`config.mk`:
```
export PLATFORM = sky130hd
export DESIGN_NAME = request_frame_deframer_top_flat
export DESIGN_NICKNAME = d
export VERILOG_FILES = /design/src/sv/rfd_pkg.sv /design/src/sv/rfd_if.sv /design/src/sv/request_frame_deframer_top.sv /design/src/sv/rfd_cfg.sv /design/src/sv/rfd_parse.sv /design/src/flat_wrapper.sv
export SDC_FILE = /design/constraint.sdc
export NUM_CORES = 1
export LEC_CHECK = 0
export BUFFER_PORTS_ARGS = -buffer_cell sky130_fd_sc_hd__buf_2
export CORE_ASPECT_RATIO = 0.7
export CORE_MARGIN = 2
export CORE_UTILIZATION = 40
export CTS_CLUSTER_SIZE = 10
export DETAILED_ROUTE_END_ITERATION = 12
export PLACE_DENSITY = 0.6
export SYNTH_ARGS = -nofsm -noshare
export SYNTH_HDL_FRONTEND = slang
export SYNTH_HIERARCHICAL = 1
export SYNTH_SLANG_ARGS = --single-unit
```
`constraint.sdc`:
```
create_clock -name clk -period 9.2 [get_ports clk]
set_input_delay 1.38 -clock clk [delete_from_list [all_inputs] [get_ports clk]]
set_output_delay 1.38 -clock clk [all_outputs]
set_load 0.005 [all_outputs]
```
`src/sv/rfd_pkg.sv`:
```
// ----------------------------------------------------------------------------
// rfd_pkg
// Shared types and constants of the request frame deframer.
// ----------------------------------------------------------------------------
package rfd_pkg;

  localparam int unsigned FRAME_LEN_W = 13;
  localparam int unsigned ARG_CNT_W   = 11;
  localparam int unsigned ARG_IDX_W   = 10;
  localparam int unsigned HDR_BYTES   = 4;

  localparam logic [FRAME_LEN_W-1:0] MAX_FRAME_LEN_RST = 13'd4096;
  localparam logic [ARG_CNT_W-1:0]   MAX_ARG_CNT_RST   = 11'd1024;

  typedef enum logic [1:0] {
    KIND_PAYLOAD   = 2'd0,
    KIND_EMPTY_ARG = 2'd1,
    KIND_NO_ARGS   = 2'd2,
    KIND_ERROR     = 2'd3
  } kind_t;

  typedef enum logic [2:0] {
    ERR_NONE          = 3'd0,
    ERR_TOO_LONG      = 3'd1,
    ERR_SHORT         = 3'd2,
    ERR_TOO_MANY_ARGS = 3'd3,
    ERR_OVERRUN       = 3'd4,
    ERR_TRAILING      = 3'd5
  } err_t;

  typedef enum logic {
    REG_MAX_FRAME_LEN = 1'b0,
    REG_MAX_ARG_COUNT = 1'b1
  } reg_idx_t;

  typedef struct packed {
    logic [FRAME_LEN_W-1:0] max_frame_len;
    logic [ARG_CNT_W-1:0]   max_arg_count;
  } cfg_t;

  typedef struct packed {
    kind_t                kind;
    logic [7:0]           payload;
    logic [ARG_IDX_W-1:0] arg_number;
    logic                 arg_end;
    logic                 request_end;
    err_t                 error_code;
  } res_t;

endpackage

```
`src/sv/rfd_if.sv`:
```
// ----------------------------------------------------------------------------
// rfd_in_if / rfd_out_if
// Valid/ready channels carrying stream bytes in and deframed results out.
// ----------------------------------------------------------------------------
interface rfd_in_if import rfd_pkg::*; ();
  logic       valid;
  logic       ready;
  logic [7:0] data_byte;

  modport source (output valid, output data_byte, input ready);
  modport sink   (input valid, input data_byte, output ready);
endinterface

interface rfd_out_if import rfd_pkg::*; ();
  logic                 valid;
  logic                 ready;
  logic [1:0]           kind;
  logic [7:0]           payload;
  logic [ARG_IDX_W-1:0] arg_number;
  logic                 arg_end;
  logic                 request_end;
  logic [2:0]           error_code;

  modport source (output valid, output kind, output payload, output arg_number,
                  output arg_end, output request_end, output error_code,
                  input ready);
  modport sink   (input valid, input kind, input payload, input arg_number,
                  input arg_end, input request_end, input error_code,
                  output ready);
endinterface

```
`src/sv/request_frame_deframer_top.sv`:
```
// ----------------------------------------------------------------------------
// request_frame_deframer_top
// Splits a length-prefixed request byte stream into tagged argument bytes.
// ----------------------------------------------------------------------------
// Path: a byte accepted on in_s waits in the input register, then passes
//   through the parser into the result register; a full result register
//   that out_m does not drain holds it in the input register.
// Throughput: one byte per cycle unless out_m stalls, set by the single-pass parse stage.
// Reset: synchronous on rst_n; clears both pipeline valids and all parser state,
//   and loads the limit registers with 4096 / 1024. A frame error is sticky until reset.
// ----------------------------------------------------------------------------
module request_frame_deframer_top import rfd_pkg::*; #(
  parameter int unsigned MAX_FRAME_BYTES = 4096,
  parameter int unsigned MAX_ARGS        = 1024
) (
  input  logic        clk,
  input  logic        rst_n,
  rfd_in_if.sink      in_s,
  rfd_out_if.source   out_m,
  input  logic        psel,
  input  logic        penable,
  input  logic        pwrite,
  input  logic [2:0]  paddr,
  input  logic [31:0] pwdata,
  output logic [31:0] prdata,
  output logic        pready
);

  // Input register: holds one accepted byte until the parser takes it.
  logic       s1_valid_r;
  logic [7:0] s1_byte_r;

  // Result register: decouples the consumer from the parser.
  logic       out_valid_r;
  res_t       out_res_r;

  cfg_t       cfg;
  logic       consume;
  logic       res_valid;
  res_t       res;

  // The parser advances whenever the result register can take a new value,
  // whether or not this byte produces a result.
  assign consume    = s1_valid_r && (!out_valid_r || out_m.ready);
  assign in_s.ready = !s1_valid_r || consume;

  rfd_cfg u_cfg (
    .clk     (clk),
    .rst_n   (rst_n),
    .psel    (psel),
    .penable (penable),
    .pwrite  (pwrite),
    .paddr   (paddr),
    .pwdata  (pwdata),
    .prdata  (prdata),
    .pready  (pready),
    .cfg     (cfg)
  );

  rfd_parse #(
    .MAX_FRAME_BYTES (MAX_FRAME_BYTES),
    .MAX_ARGS        (MAX_ARGS)
  ) u_parse (
    .clk       (clk),
    .rst_n     (rst_n),
    .step      (consume),
    .in_byte   (s1_byte_r),
    .cfg       (cfg),
    .res_valid (res_valid),
    .res       (res)
  );

  // input stage control
  always_ff @(posedge clk) begin
    if (!rst_n) begin
      s1_valid_r <= 1'b0;
    end else if (in_s.valid && in_s.ready) begin
      s1_valid_r <= 1'b1;
    end else if (consume) begin
      s1_valid_r <= 1'b0;
    end
  end

  always_ff @(posedge clk) begin
    if (in_s.valid && in_s.ready) begin
      s1_byte_r <= in_s.data_byte;
    end
  end

  // result stage control: a consumed byte without a result empties the slot
  always_ff @(posedge clk) begin
    if (!rst_n) begin
      out_valid_r <= 1'b0;
    end else if (consume) begin
      out_valid_r <= res_valid;
    end else if (out_m.ready) begin
      out_valid_r <= 1'b0;
    end
  end

  always_ff @(posedge clk) begin
    if (consume && res_valid) begin
      out_res_r <= res;
    end
  end

  assign out_m.valid       = out_valid_r;
  assign out_m.kind        = out_res_r.kind;
  assign out_m.payload     = out_res_r.payload;
  assign out_m.arg_number  = out_res_r.arg_number;
  assign out_m.arg_end     = out_res_r.arg_end;
  assign out_m.request_end = out_res_r.request_end;
  assign out_m.error_code  = out_res_r.error_code;

  a_err_code_kind: assert property (@(posedge clk) disable iff (!rst_n)
    out_valid_r |-> ((out_res_r.kind == KIND_ERROR) == (out_res_r.error_code != ERR_NONE)))
    else $error("error code and result kind disagree");

  a_no_args_marker: assert property (@(posedge clk) disable iff (!rst_n)
    out_valid_r && out_res_r.kind == KIND_NO_ARGS
      |-> out_res_r.request_end && out_res_r.arg_number == '0 && !out_res_r.arg_end)
    else $error("empty request marker malformed");

  a_s1_hold: assert property (@(posedge clk) disable iff (!rst_n)
    s1_valid_r && !consume |=> s1_valid_r && $stable(s1_byte_r))
    else $error("input register lost a byte the parser had not taken");

endmodule

```
`src/sv/rfd_cfg.sv`:
```
// ----------------------------------------------------------------------------
// rfd_cfg
// APB-style register file holding the frame length and argument count limits.
// ----------------------------------------------------------------------------
module rfd_cfg import rfd_pkg::*; (
  input  logic        clk,
  input  logic        rst_n,
  input  logic        psel,
  input  logic        penable,
  input  logic        pwrite,
  input  logic [2:0]  paddr,
  input  logic [31:0] pwdata,
  output logic [31:0] prdata,
  output logic        pready,
  output cfg_t        cfg
);

  cfg_t     cfg_r;
  cfg_t     cfg_nxt;
  reg_idx_t idx;
  logic     wr_en;

  assign pready = 1'b1;
  assign idx    = reg_idx_t'(paddr[2]);
  assign wr_en  = psel && penable && pwrite;
  assign cfg    = cfg_r;

  always_comb begin
    cfg_nxt = cfg_r;
    if (wr_en) begin
      unique case (idx)
        REG_MAX_FRAME_LEN: cfg_nxt.max_frame_len = pwdata[FRAME_LEN_W-1:0];
        REG_MAX_ARG_COUNT: cfg_nxt.max_arg_count = pwdata[ARG_CNT_W-1:0];
        default: cfg_nxt = cfg_r;
      endcase
    end
  end

  always_comb begin
    unique case (idx)
      REG_MAX_FRAME_LEN: prdata = {{(32-FRAME_LEN_W){1'b0}}, cfg_r.max_frame_len};
      REG_MAX_ARG_COUNT: prdata = {{(32-ARG_CNT_W){1'b0}}, cfg_r.max_arg_count};
      default:           prdata = '0;
    endcase
  end

  always_ff @(posedge clk) begin
    if (!rst_n) begin
      cfg_r.max_frame_len <= MAX_FRAME_LEN_RST;
      cfg_r.max_arg_count <= MAX_ARG_CNT_RST;
    end else begin
      cfg_r <= cfg_nxt;
    end
  end

endmodule

```
`src/sv/rfd_parse.sv`:
```
// ----------------------------------------------------------------------------
// rfd_parse
// Frame parser: header assembly, frame/argument counters, result decode.
// ----------------------------------------------------------------------------
module rfd_parse import rfd_pkg::*; #(
  parameter int unsigned MAX_FRAME_BYTES = 4096,
  parameter int unsigned MAX_ARGS        = 1024
) (
  input  logic       clk,
  input  logic       rst_n,
  input  logic       step,
  input  logic [7:0] in_byte,
  input  cfg_t       cfg,
  output logic       res_valid,
  output res_t       res
);

  localparam logic [16:0] FRAME_CAP = 17'(MAX_FRAME_BYTES);
  localparam logic [16:0] ARG_CAP   = 17'(MAX_ARGS);

  typedef enum logic [4:0] {
    PH_LEN     = 5'b00001,
    PH_COUNT   = 5'b00010,
    PH_ARGLEN  = 5'b00100,
    PH_PAYLOAD = 5'b01000,
    PH_ERROR   = 5'b10000
  } phase_t;

  phase_t                 phase_r, phase_nxt;
  logic [23:0]            hdr_r, hdr_nxt;
  logic [1:0]             hcnt_r, hcnt_nxt;
  logic [FRAME_LEN_W-1:0] flen_r, flen_nxt;
  logic [FRAME_LEN_W-1:0] fpos_r, fpos_nxt;
  logic [ARG_CNT_W-1:0]   args_r, args_nxt;
  logic [FRAME_LEN_W-1:0] abytes_r, abytes_nxt;
  logic [ARG_IDX_W-1:0]   cur_r, cur_nxt;

  logic [16:0]            flimit;
  logic [16:0]            alimit;
  logic [31:0]            hdr_word;
  logic                   hdr_done;
  logic [FRAME_LEN_W-1:0] pos_inc;
  logic [FRAME_LEN_W-1:0] room;
  logic                   fin;
  err_t                   err;

  // effective limits: smaller of register and build-time cap
  assign flimit = ({4'b0, cfg.max_frame_len} < FRAME_CAP) ?
                  {4'b0, cfg.max_frame_len} : FRAME_CAP;
  assign alimit = ({6'b0, cfg.max_arg_count} < ARG_CAP) ?
                  {6'b0, cfg.max_arg_count} : ARG_CAP;

  // little-endian field: the completing byte is the most significant
  assign hdr_word = {in_byte, hdr_r};
  assign hdr_done = (hcnt_r == 2'd3);
  assign pos_inc  = fpos_r + 1'b1;
  assign room     = flen_r - pos_inc;

  always_comb begin
    phase_nxt  = phase_r;
    hdr_nxt    = hdr_r;
    hcnt_nxt   = hcnt_r;
    flen_nxt   = flen_r;
    fpos_nxt   = fpos_r;
    args_nxt   = args_r;
    abytes_nxt = abytes_r;
    cur_nxt    = cur_r;
    fin        = 1'b0;
    err        = ERR_NONE;
    res_valid  = 1'b0;
    res        = '{kind: KIND_PAYLOAD, payload: 8'd0, arg_number: cur_r,
                   arg_end: 1'b0, request_end: 1'b0, error_code: ERR_NONE};

    unique case (phase_r)
      PH_LEN: begin
        hdr_nxt  = hdr_word[31:8];
        hcnt_nxt = hcnt_r + 1'b1;
        if (hdr_done) begin
          if (hdr_word > {15'b0, flimit}) begin
            err = ERR_TOO_LONG;
          end else if (hdr_word < 32'(HDR_BYTES)) begin
            err = ERR_SHORT;
          end else begin
            flen_nxt  = hdr_word[FRAME_LEN_W-1:0];
            fpos_nxt  = '0;
            phase_nxt = PH_COUNT;
          end
        end
      end
      PH_COUNT: begin
        fpos_nxt = pos_inc;
        hdr_nxt  = hdr_word[31:8];
        hcnt_nxt = hcnt_r + 1'b1;
        if (hdr_done) begin
          cur_nxt = '0;
          if (hdr_word > {15'b0, alimit}) begin
            err = ERR_TOO_MANY_ARGS;
          end else begin
            args_nxt = hdr_word[ARG_CNT_W-1:0];
            if (hdr_word == 32'd0) begin
              if (pos_inc != flen_r) begin
                err = ERR_TRAILING;
              end else begin
                res_valid       = 1'b1;
                res.kind        = KIND_NO_ARGS;
                res.arg_number  = '0;
                res.request_end = 1'b1;
                phase_nxt       = PH_LEN;
              end
            end else if (room < FRAME_LEN_W'(HDR_BYTES)) begin
              err = ERR_OVERRUN;
            end else begin
              phase_nxt = PH_ARGLEN;
            end
          end
        end
      end
      PH_ARGLEN: begin
        fpos_nxt = pos_inc;
        hdr_nxt  = hdr_word[31:8];
        hcnt_nxt = hcnt_r + 1'b1;
        if (hdr_done) begin
          if (hdr_word > {19'b0, room}) begin
            err = ERR_OVERRUN;
          end else if (hdr_word == 32'd0) begin
            res_valid   = 1'b1;
            res.kind    = KIND_EMPTY_ARG;
            res.arg_end = 1'b1;
            fin         = 1'b1;
          end else begin
            abytes_nxt = hdr_word[FRAME_LEN_W-1:0];
            phase_nxt  = PH_PAYLOAD;
          end
        end
      end
      PH_PAYLOAD: begin
        fpos_nxt    = pos_inc;
        abytes_nxt  = abytes_r - 1'b1;
        res_valid   = 1'b1;
        res.payload = in_byte;
        if (abytes_r == FRAME_LEN_W'(1)) begin
          res.arg_end = 1'b1;
          fin         = 1'b1;
        end
      end
      PH_ERROR: begin
        // sticky: bytes are swallowed until reset
      end
      default: begin
        phase_nxt = PH_ERROR;
      end
    endcase

    // end of an argument: next argument, end of request, or a late error
    if (fin) begin
      args_nxt = args_r - 1'b1;
      if (args_r == ARG_CNT_W'(1)) begin
        if (pos_inc == flen_r) begin
          res.request_end = 1'b1;
          phase_nxt       = PH_LEN;
        end else begin
          err = ERR_TRAILING;
        end
      end else begin
        cur_nxt = cur_r + 1'b1;
        if (room < FRAME_LEN_W'(HDR_BYTES)) begin
          err = ERR_OVERRUN;
        end else begin
          phase_nxt = PH_ARGLEN;
        end
      end
    end

    // an error replaces whatever result the byte would have given
    if (err != ERR_NONE) begin
      phase_nxt = PH_ERROR;
      res_valid = 1'b1;
      res       = '{kind: KIND_ERROR, payload: 8'd0, arg_number: cur_nxt,
                    arg_end: 1'b0, request_end: 1'b0, error_code: err};
    end
  end

  always_ff @(posedge clk) begin
    if (!rst_n) begin
      phase_r  <= PH_LEN;
      hdr_r    <= '0;
      hcnt_r   <= '0;
      flen_r   <= '0;
      fpos_r   <= '0;
      args_r   <= '0;
      abytes_r <= '0;
      cur_r    <= '0;
    end else if (step) begin
      phase_r  <= phase_nxt;
      hdr_r    <= hdr_nxt;
      hcnt_r   <= hcnt_nxt;
      flen_r   <= flen_nxt;
      fpos_r   <= fpos_nxt;
      args_r   <= args_nxt;
      abytes_r <= abytes_nxt;
      cur_r    <= cur_nxt;
    end
  end

  a_error_sticky: assert property (@(posedge clk) disable iff (!rst_n)
    phase_r == PH_ERROR |=> phase_r == PH_ERROR)
    else $error("parser left the error state before reset");

  a_pos_in_frame: assert property (@(posedge clk) disable iff (!rst_n)
    (phase_r == PH_COUNT || phase_r == PH_ARGLEN || phase_r == PH_PAYLOAD)
      |-> fpos_r <= flen_r)
    else $error("frame position ran past the frame length");

  a_payload_state: assert property (@(posedge clk) disable iff (!rst_n)
    phase_r == PH_PAYLOAD |-> abytes_r != '0 && hcnt_r == 2'd0 && args_r != '0)
    else $error("payload phase entered with inconsistent counters");

endmodule

```
`src/flat_wrapper.sv`:
```
// flat-port wrapper written by rule: the top's interface ports become plain ports
module request_frame_deframer_top_flat import rfd_pkg::*;
#(
  parameter int unsigned MAX_FRAME_BYTES = 4096,
  parameter int unsigned MAX_ARGS        = 1024
)
  (clk, rst_n, psel, penable, pwrite, paddr, pwdata, prdata, pready, in_s_valid, in_s_data_byte, in_s_ready, out_m_valid, out_m_kind, out_m_payload, out_m_arg_number, out_m_arg_end, out_m_request_end, out_m_error_code, out_m_ready);
  rfd_in_if in_s_i ();
  rfd_out_if out_m_i ();
  input  logic clk;
  input  logic rst_n;
  input  logic psel;
  input  logic penable;
  input  logic pwrite;
  input  logic [2:0] paddr;
  input  logic [31:0] pwdata;
  output logic [31:0] prdata;
  output logic pready;
  input wire logic [$bits(in_s_i.valid)-1:0] in_s_valid;
  input wire logic [$bits(in_s_i.data_byte)-1:0] in_s_data_byte;
  output wire logic [$bits(in_s_i.ready)-1:0] in_s_ready;
  output wire logic [$bits(out_m_i.valid)-1:0] out_m_valid;
  output wire logic [$bits(out_m_i.kind)-1:0] out_m_kind;
  output wire logic [$bits(out_m_i.payload)-1:0] out_m_payload;
  output wire logic [$bits(out_m_i.arg_number)-1:0] out_m_arg_number;
  output wire logic [$bits(out_m_i.arg_end)-1:0] out_m_arg_end;
  output wire logic [$bits(out_m_i.request_end)-1:0] out_m_request_end;
  output wire logic [$bits(out_m_i.error_code)-1:0] out_m_error_code;
  input wire logic [$bits(out_m_i.ready)-1:0] out_m_ready;
  assign in_s_i.valid = in_s_valid;
  assign in_s_i.data_byte = in_s_data_byte;
  assign in_s_ready = in_s_i.ready;
  assign out_m_valid = out_m_i.valid;
  assign out_m_kind = out_m_i.kind;
  assign out_m_payload = out_m_i.payload;
  assign out_m_arg_number = out_m_i.arg_number;
  assign out_m_arg_end = out_m_i.arg_end;
  assign out_m_request_end = out_m_i.request_end;
  assign out_m_error_code = out_m_i.error_code;
  assign out_m_i.ready = out_m_ready;
  request_frame_deframer_top #(.MAX_FRAME_BYTES(MAX_FRAME_BYTES), .MAX_ARGS(MAX_ARGS)) u_core (.clk(clk), .rst_n(rst_n), .in_s(in_s_i), .out_m(out_m_i), .psel(psel), .penable(penable), .pwrite(pwrite), .paddr(paddr), .pwdata(pwdata), .prdata(prdata), .pready(pready));
endmodule
```
==> results.yml <==
run_status:
  status: "completed"
worst_setup_path:
  endpoint_kind: "register"
  reg2reg_from: "u_core/u_parse/fpos_r[0]"
  max_stage_delay_ps: 630
  crit_buf_inv: 2
  required_ps: 9310
  arrival_ps: 7410
  critPathLaunch: "u_core/u_parse/fpos_r[0]"
  crit_fanout: 17
  crit_type: "register to register"
  critical_path.cell_chain: "ha_1 > xnor2_1 > ha_1 > a21oi_1 > o21ai_0 > a32oi_1 > a31oi_1 > maj3_1 > a221oi_2 > xnor2_1 > inv_1 > ha_1 > nand2_1 > nor2_1 > nand3_1 > or4_1 > o41a_1 > nand2_1 > a211o_1 > nor3_4 > nand3_1 > nand2_1 > nor2_2 > buf_4"
  cp.depth: 24
  r2r_slack_ps: 1900
  path_delay_family: "simple AND/OR/NAND/NOR gates"
  r2r_cells: 24
  crit_path_end: "u_core/out_m.request_end"
  crit_slowest_cell: "or4_1"
  r2r_end: "u_core/out_m.request_end"
  start_kind: "register"
synth:
  synthArstFlopShare: 0
  synthFlopType: "dfxtp_1"
  synth_edf_count: 33
  yosysUniqueCellTypes: 94
  yosys_warnings: 6
  synth_area_sq_um: 9620
  syn_area_per_cell_sq_um: 8.31
  ys_seq_elements: 150
  synth_seq_area_share: 0.346
  syn_inst: 1158
cts:
  cts_resized: 0
  numCtsBuffers: 17
  post_cts_buffers: 0
  insertion_delay_ps: 440
  clock-sinks: 150
  clk_pin_slew_ps: 70
  cts_max_level: 4
  cts_tree: "yes"
  hold_buffers: 0
  cts_buffer_depth: 2
  root_buffer: "clkbuf_16"
power:
  max-vdd-ir-drop_mv: 0.145
  power.density_nw_per_um2: 140
  swShare: 0.241
  combinationalPowerShare: 0.040
  clockPowerShare: 0.500
  p_leak_uw: 0.00436
  seqPwrFrac: 0.460
  power_switching_uw: 359
  power.internal_uw: 1130
floorplan:
  dieArea_sq_um: 25300
  die_h_microns: 134
  die_w_microns: 189
  start_util: 0.407
  core_sq_um: 23600
  io_pins: 110
  row_count: 47
placed_design:
  dp_hpwl_microns: 18000
  portBuffers: 68
  finalWeightedCongestion: 0.875
drt:
  drcViolationCount: 0
  wl_microns: 25800
  viasPerCell: 5.63
  ant_nets: 0
  dr.pass1.iters: 5
  wl_per_cell_microns: 17.0
  drt_iter0_drc: 680
  vias: 8533
timing:
  period_needed_ps: 7300
  fin_crit_sh: 0.793
  clock.fmax_ghz: 0.137
  relSlewSlack: 0.267
  final_max_slew_viol_count: 0
  setup_viol: 0
  hold_viol_final: 0
  skew_ps: 13.6
  worst-slew-pin-transition_ps: 1100
  timing.hold.ws_ps: 463
  rsz0062_at_grt: "false"
  tns_ps: 0
grt:
  grt_pass1_wl_microns: 41600
  grt_overflow_total: 0
  grt_usage: 0.206
  grt_max_degree: 74
  grt_pass1_vias: 7738
  antenna_found_initial: 0
cells_and_area:
  drive_gt1_frac: 0.135
  layout.nets: 1285
  antenna_cells: 0
  syn_to_final_growth_pct: 10.6
  final_core_util: 0.450
worst_hold_path:
  hold_class: "register to register"
flow_run:
  drv_cap: 0
-- synthesized netlist by cell type (all sizes together), types with 13 or more instances --
cell type | count | area, sq um
edfxtp | 33 | 991
mux2i | 37 | 370
clkbuf | 47 | 176
xnor2 | 17 | 149
and3 | 20 | 125
nor2 | 79 | 297
nand4 | 17 | 113
a21oi | 101 | 509
ha | 50 | 626
mux2 | 13 | 146
o21a | 14 | 105
nor4 | 16 | 100
nand3 | 29 | 158
buf | 40 | 289
nand2 | 173 | 649
dfxtp | 117 | 2340
a31oi | 19 | 119
nor2b | 20 | 133
inv | 44 | 165
or3 | 21 | 136
o21ai | 48 | 240
nor3 | 25 | 141
-- per-layer routing --
metal | vias up | part of all wire | track usage
met5 | - | 0 | 0
met4 | 0 | 0.0096 | 0.0465
met3 | 21 | 0.066 | 0.0400
li1 | 4203 | - | -
met2 | 241 | 0.41 | 0.293
met1 | 4068 | 0.51 | 0.316
-- worst reg2reg max path, cell delays in order, from the launching register on --
cell	delay [ps]
dfxtp_1	460
ha_1	430
xnor2_1	170
ha_1	310
a21oi_1	170
o21ai_0	190
a32oi_1	300
a31oi_1	200
maj3_1	430
a221oi_2	250
xnor2_1	260
inv_1	90
ha_1	300
nand2_1	60
nor2_1	120
nand3_1	100
or4_1	630
o41a_1	430
nand2_1	340
a211o_1	500
nor3_4	160
nand3_1	170
nand2_1	110
nor2_2	420
buf_4	360
-- worst min path at each step --
stage                                              to  slack (ps)  cells after the start                   startpoint
after floorplan           u_core/u_parse/abytes_r[11]         440                      2  u_core/u_parse/abytes_r[11]
after global placement       u_core/u_parse/hcnt_r[1]         450                      2     u_core/u_parse/hcnt_r[1]
after detailed placement      u_core/u_parse/hdr_r[5]         460                      2     u_core/u_parse/hdr_r[13]
after CTS                     u_core/u_parse/hdr_r[5]         470                      2     u_core/u_parse/hdr_r[13]
after global routing          u_core/u_parse/hdr_r[6]         480                      2     u_core/u_parse/hdr_r[14]
final                         u_core/u_parse/hdr_r[6]         460                      2     u_core/u_parse/hdr_r[14]
-- registers in the layout (all words and copies together) (netlist names) --
register / flops
u_core/out_m.arg_number: 10
u_core/u_parse/phase_r: 5
u_core/out_m.kind: 2
u_core/out_m.request_end: 1
u_core/u_parse/cur_r: 10
u_core/out_m.error_code: 3
u_core/u_parse/args_r: 11
u_core/out_m.arg_end: 1
u_core/out_m.valid: 1
u_core/u_parse/hdr_r: 24
u_core/s1_byte_r: 8
u_core/out_m.payload: 8
u_core/u_parse/fpos_r: 13
u_core/u_parse/hcnt_r: 2
u_core/u_parse/abytes_r: 13
u_core/u_cfg/cfg: 24
u_core/s1_valid_r: 1
u_core/u_parse/flen_r: 13
-- metrics by stage --
stage / area (sq um) / instances / total power, uW / setup slack, ps
floorplan: 9690 / 1176 / 745 / 2800
global placement: 10000 / 1483 / 761 / 2170
detailed placement: 10000 / 1483 / 762 / 2040
CTS: 10600 / 1515 / 1510 / 1970
global route: 10600 / 1515 / 1540 / 1460
finish: 10600 / 1515 / 1490 / 1900
-- kinds of logic (layout without fill, tap and decap cells) --
family / Yosys count / after routing / synth area share
xor gates and xnor gates: 31 / 31 / 0.0312
AOI/OAI and AO/OA: 281 / 281 / 0.194
buffers and inverters: 132 / 153 / 0.0659
DFF: 150 / 150 / 0.346
adders and majority gates: 54 / 54 / 0.0704
and+or+nand+nor: 458 / 458 / 0.238
other: 2 / 20 / 0.000781
muxes: 50 / 50 / 0.0537
-- cell type report --
cell class	instances	area [sq um]
clock buffer	17	425
clock inverter	15	188
fill	2347	13000
inverter	45	169
multi-input combinational	894	5730
sequential	150	3330
tap	318	398
timing repair buffer	76	400
-- power by group through the flow --
stage / Combinational, uW / Sequential (uW) / Clock (uW)
2_1_floorplan: 47.6 / 698 / 0
6_report: 60.4 / 687 / 746
5_1_grt: 67.4 / 688 / 787
3_3_place_gp: 59.9 / 701 / 0
3_5_place_dp: 60.2 / 701 / 0
4_1_cts: 60.7 / 686 / 760
-- cells in the final DEF, fill, tap and decap left out, types with 5 or more instances in the layout --
| master | synthesis | layout |
|---|---|---|
| a31oi_1 | 19 | 19 |
| o31a_1 | 6 | 6 |
| and4_1 | 5 | 5 |
| edfxtp_1 | 33 | 33 |
| clkbuf_16 | 0 | 17 |
| buf_4 | 26 | 8 |
| mux2_2 | 13 | 13 |
| nand4_1 | 16 | 16 |
| o21a_1 | 14 | 14 |
| o22ai_1 | 5 | 5 |
| inv_6 | 0 | 5 |
| nor2_1 | 79 | 78 |
| mux2i_1 | 37 | 37 |
| dfxtp_1 | 117 | 117 |
| nand3b_1 | 5 | 5 |
| o21ai_0 | 39 | 39 |
| and2_1 | 8 | 8 |
| nor3b_1 | 5 | 5 |
| o21ai_1 | 9 | 9 |
| conb_1 | 2 | 20 |
| o221a_2 | 9 | 9 |
| a21oi_1 | 100 | 100 |
| and3_1 | 20 | 20 |
| or2_2 | 5 | 5 |
| nor2b_1 | 19 | 19 |
| nand2_1 | 173 | 173 |
| nor3_1 | 23 | 23 |
| xnor2_1 | 17 | 17 |
| a21o_1 | 11 | 11 |
| o211ai_1 | 5 | 5 |
| nor4_1 | 16 | 16 |
| buf_2 | 9 | 68 |
| ha_1 | 50 | 50 |
| or4_1 | 8 | 8 |
| or3_1 | 20 | 20 |
| nand2b_1 | 10 | 10 |
| nand3_1 | 28 | 28 |
| xor2_1 | 12 | 12 |
| inv_1 | 42 | 42 |
No activity file was read; power rests on OpenSTA's default activity.
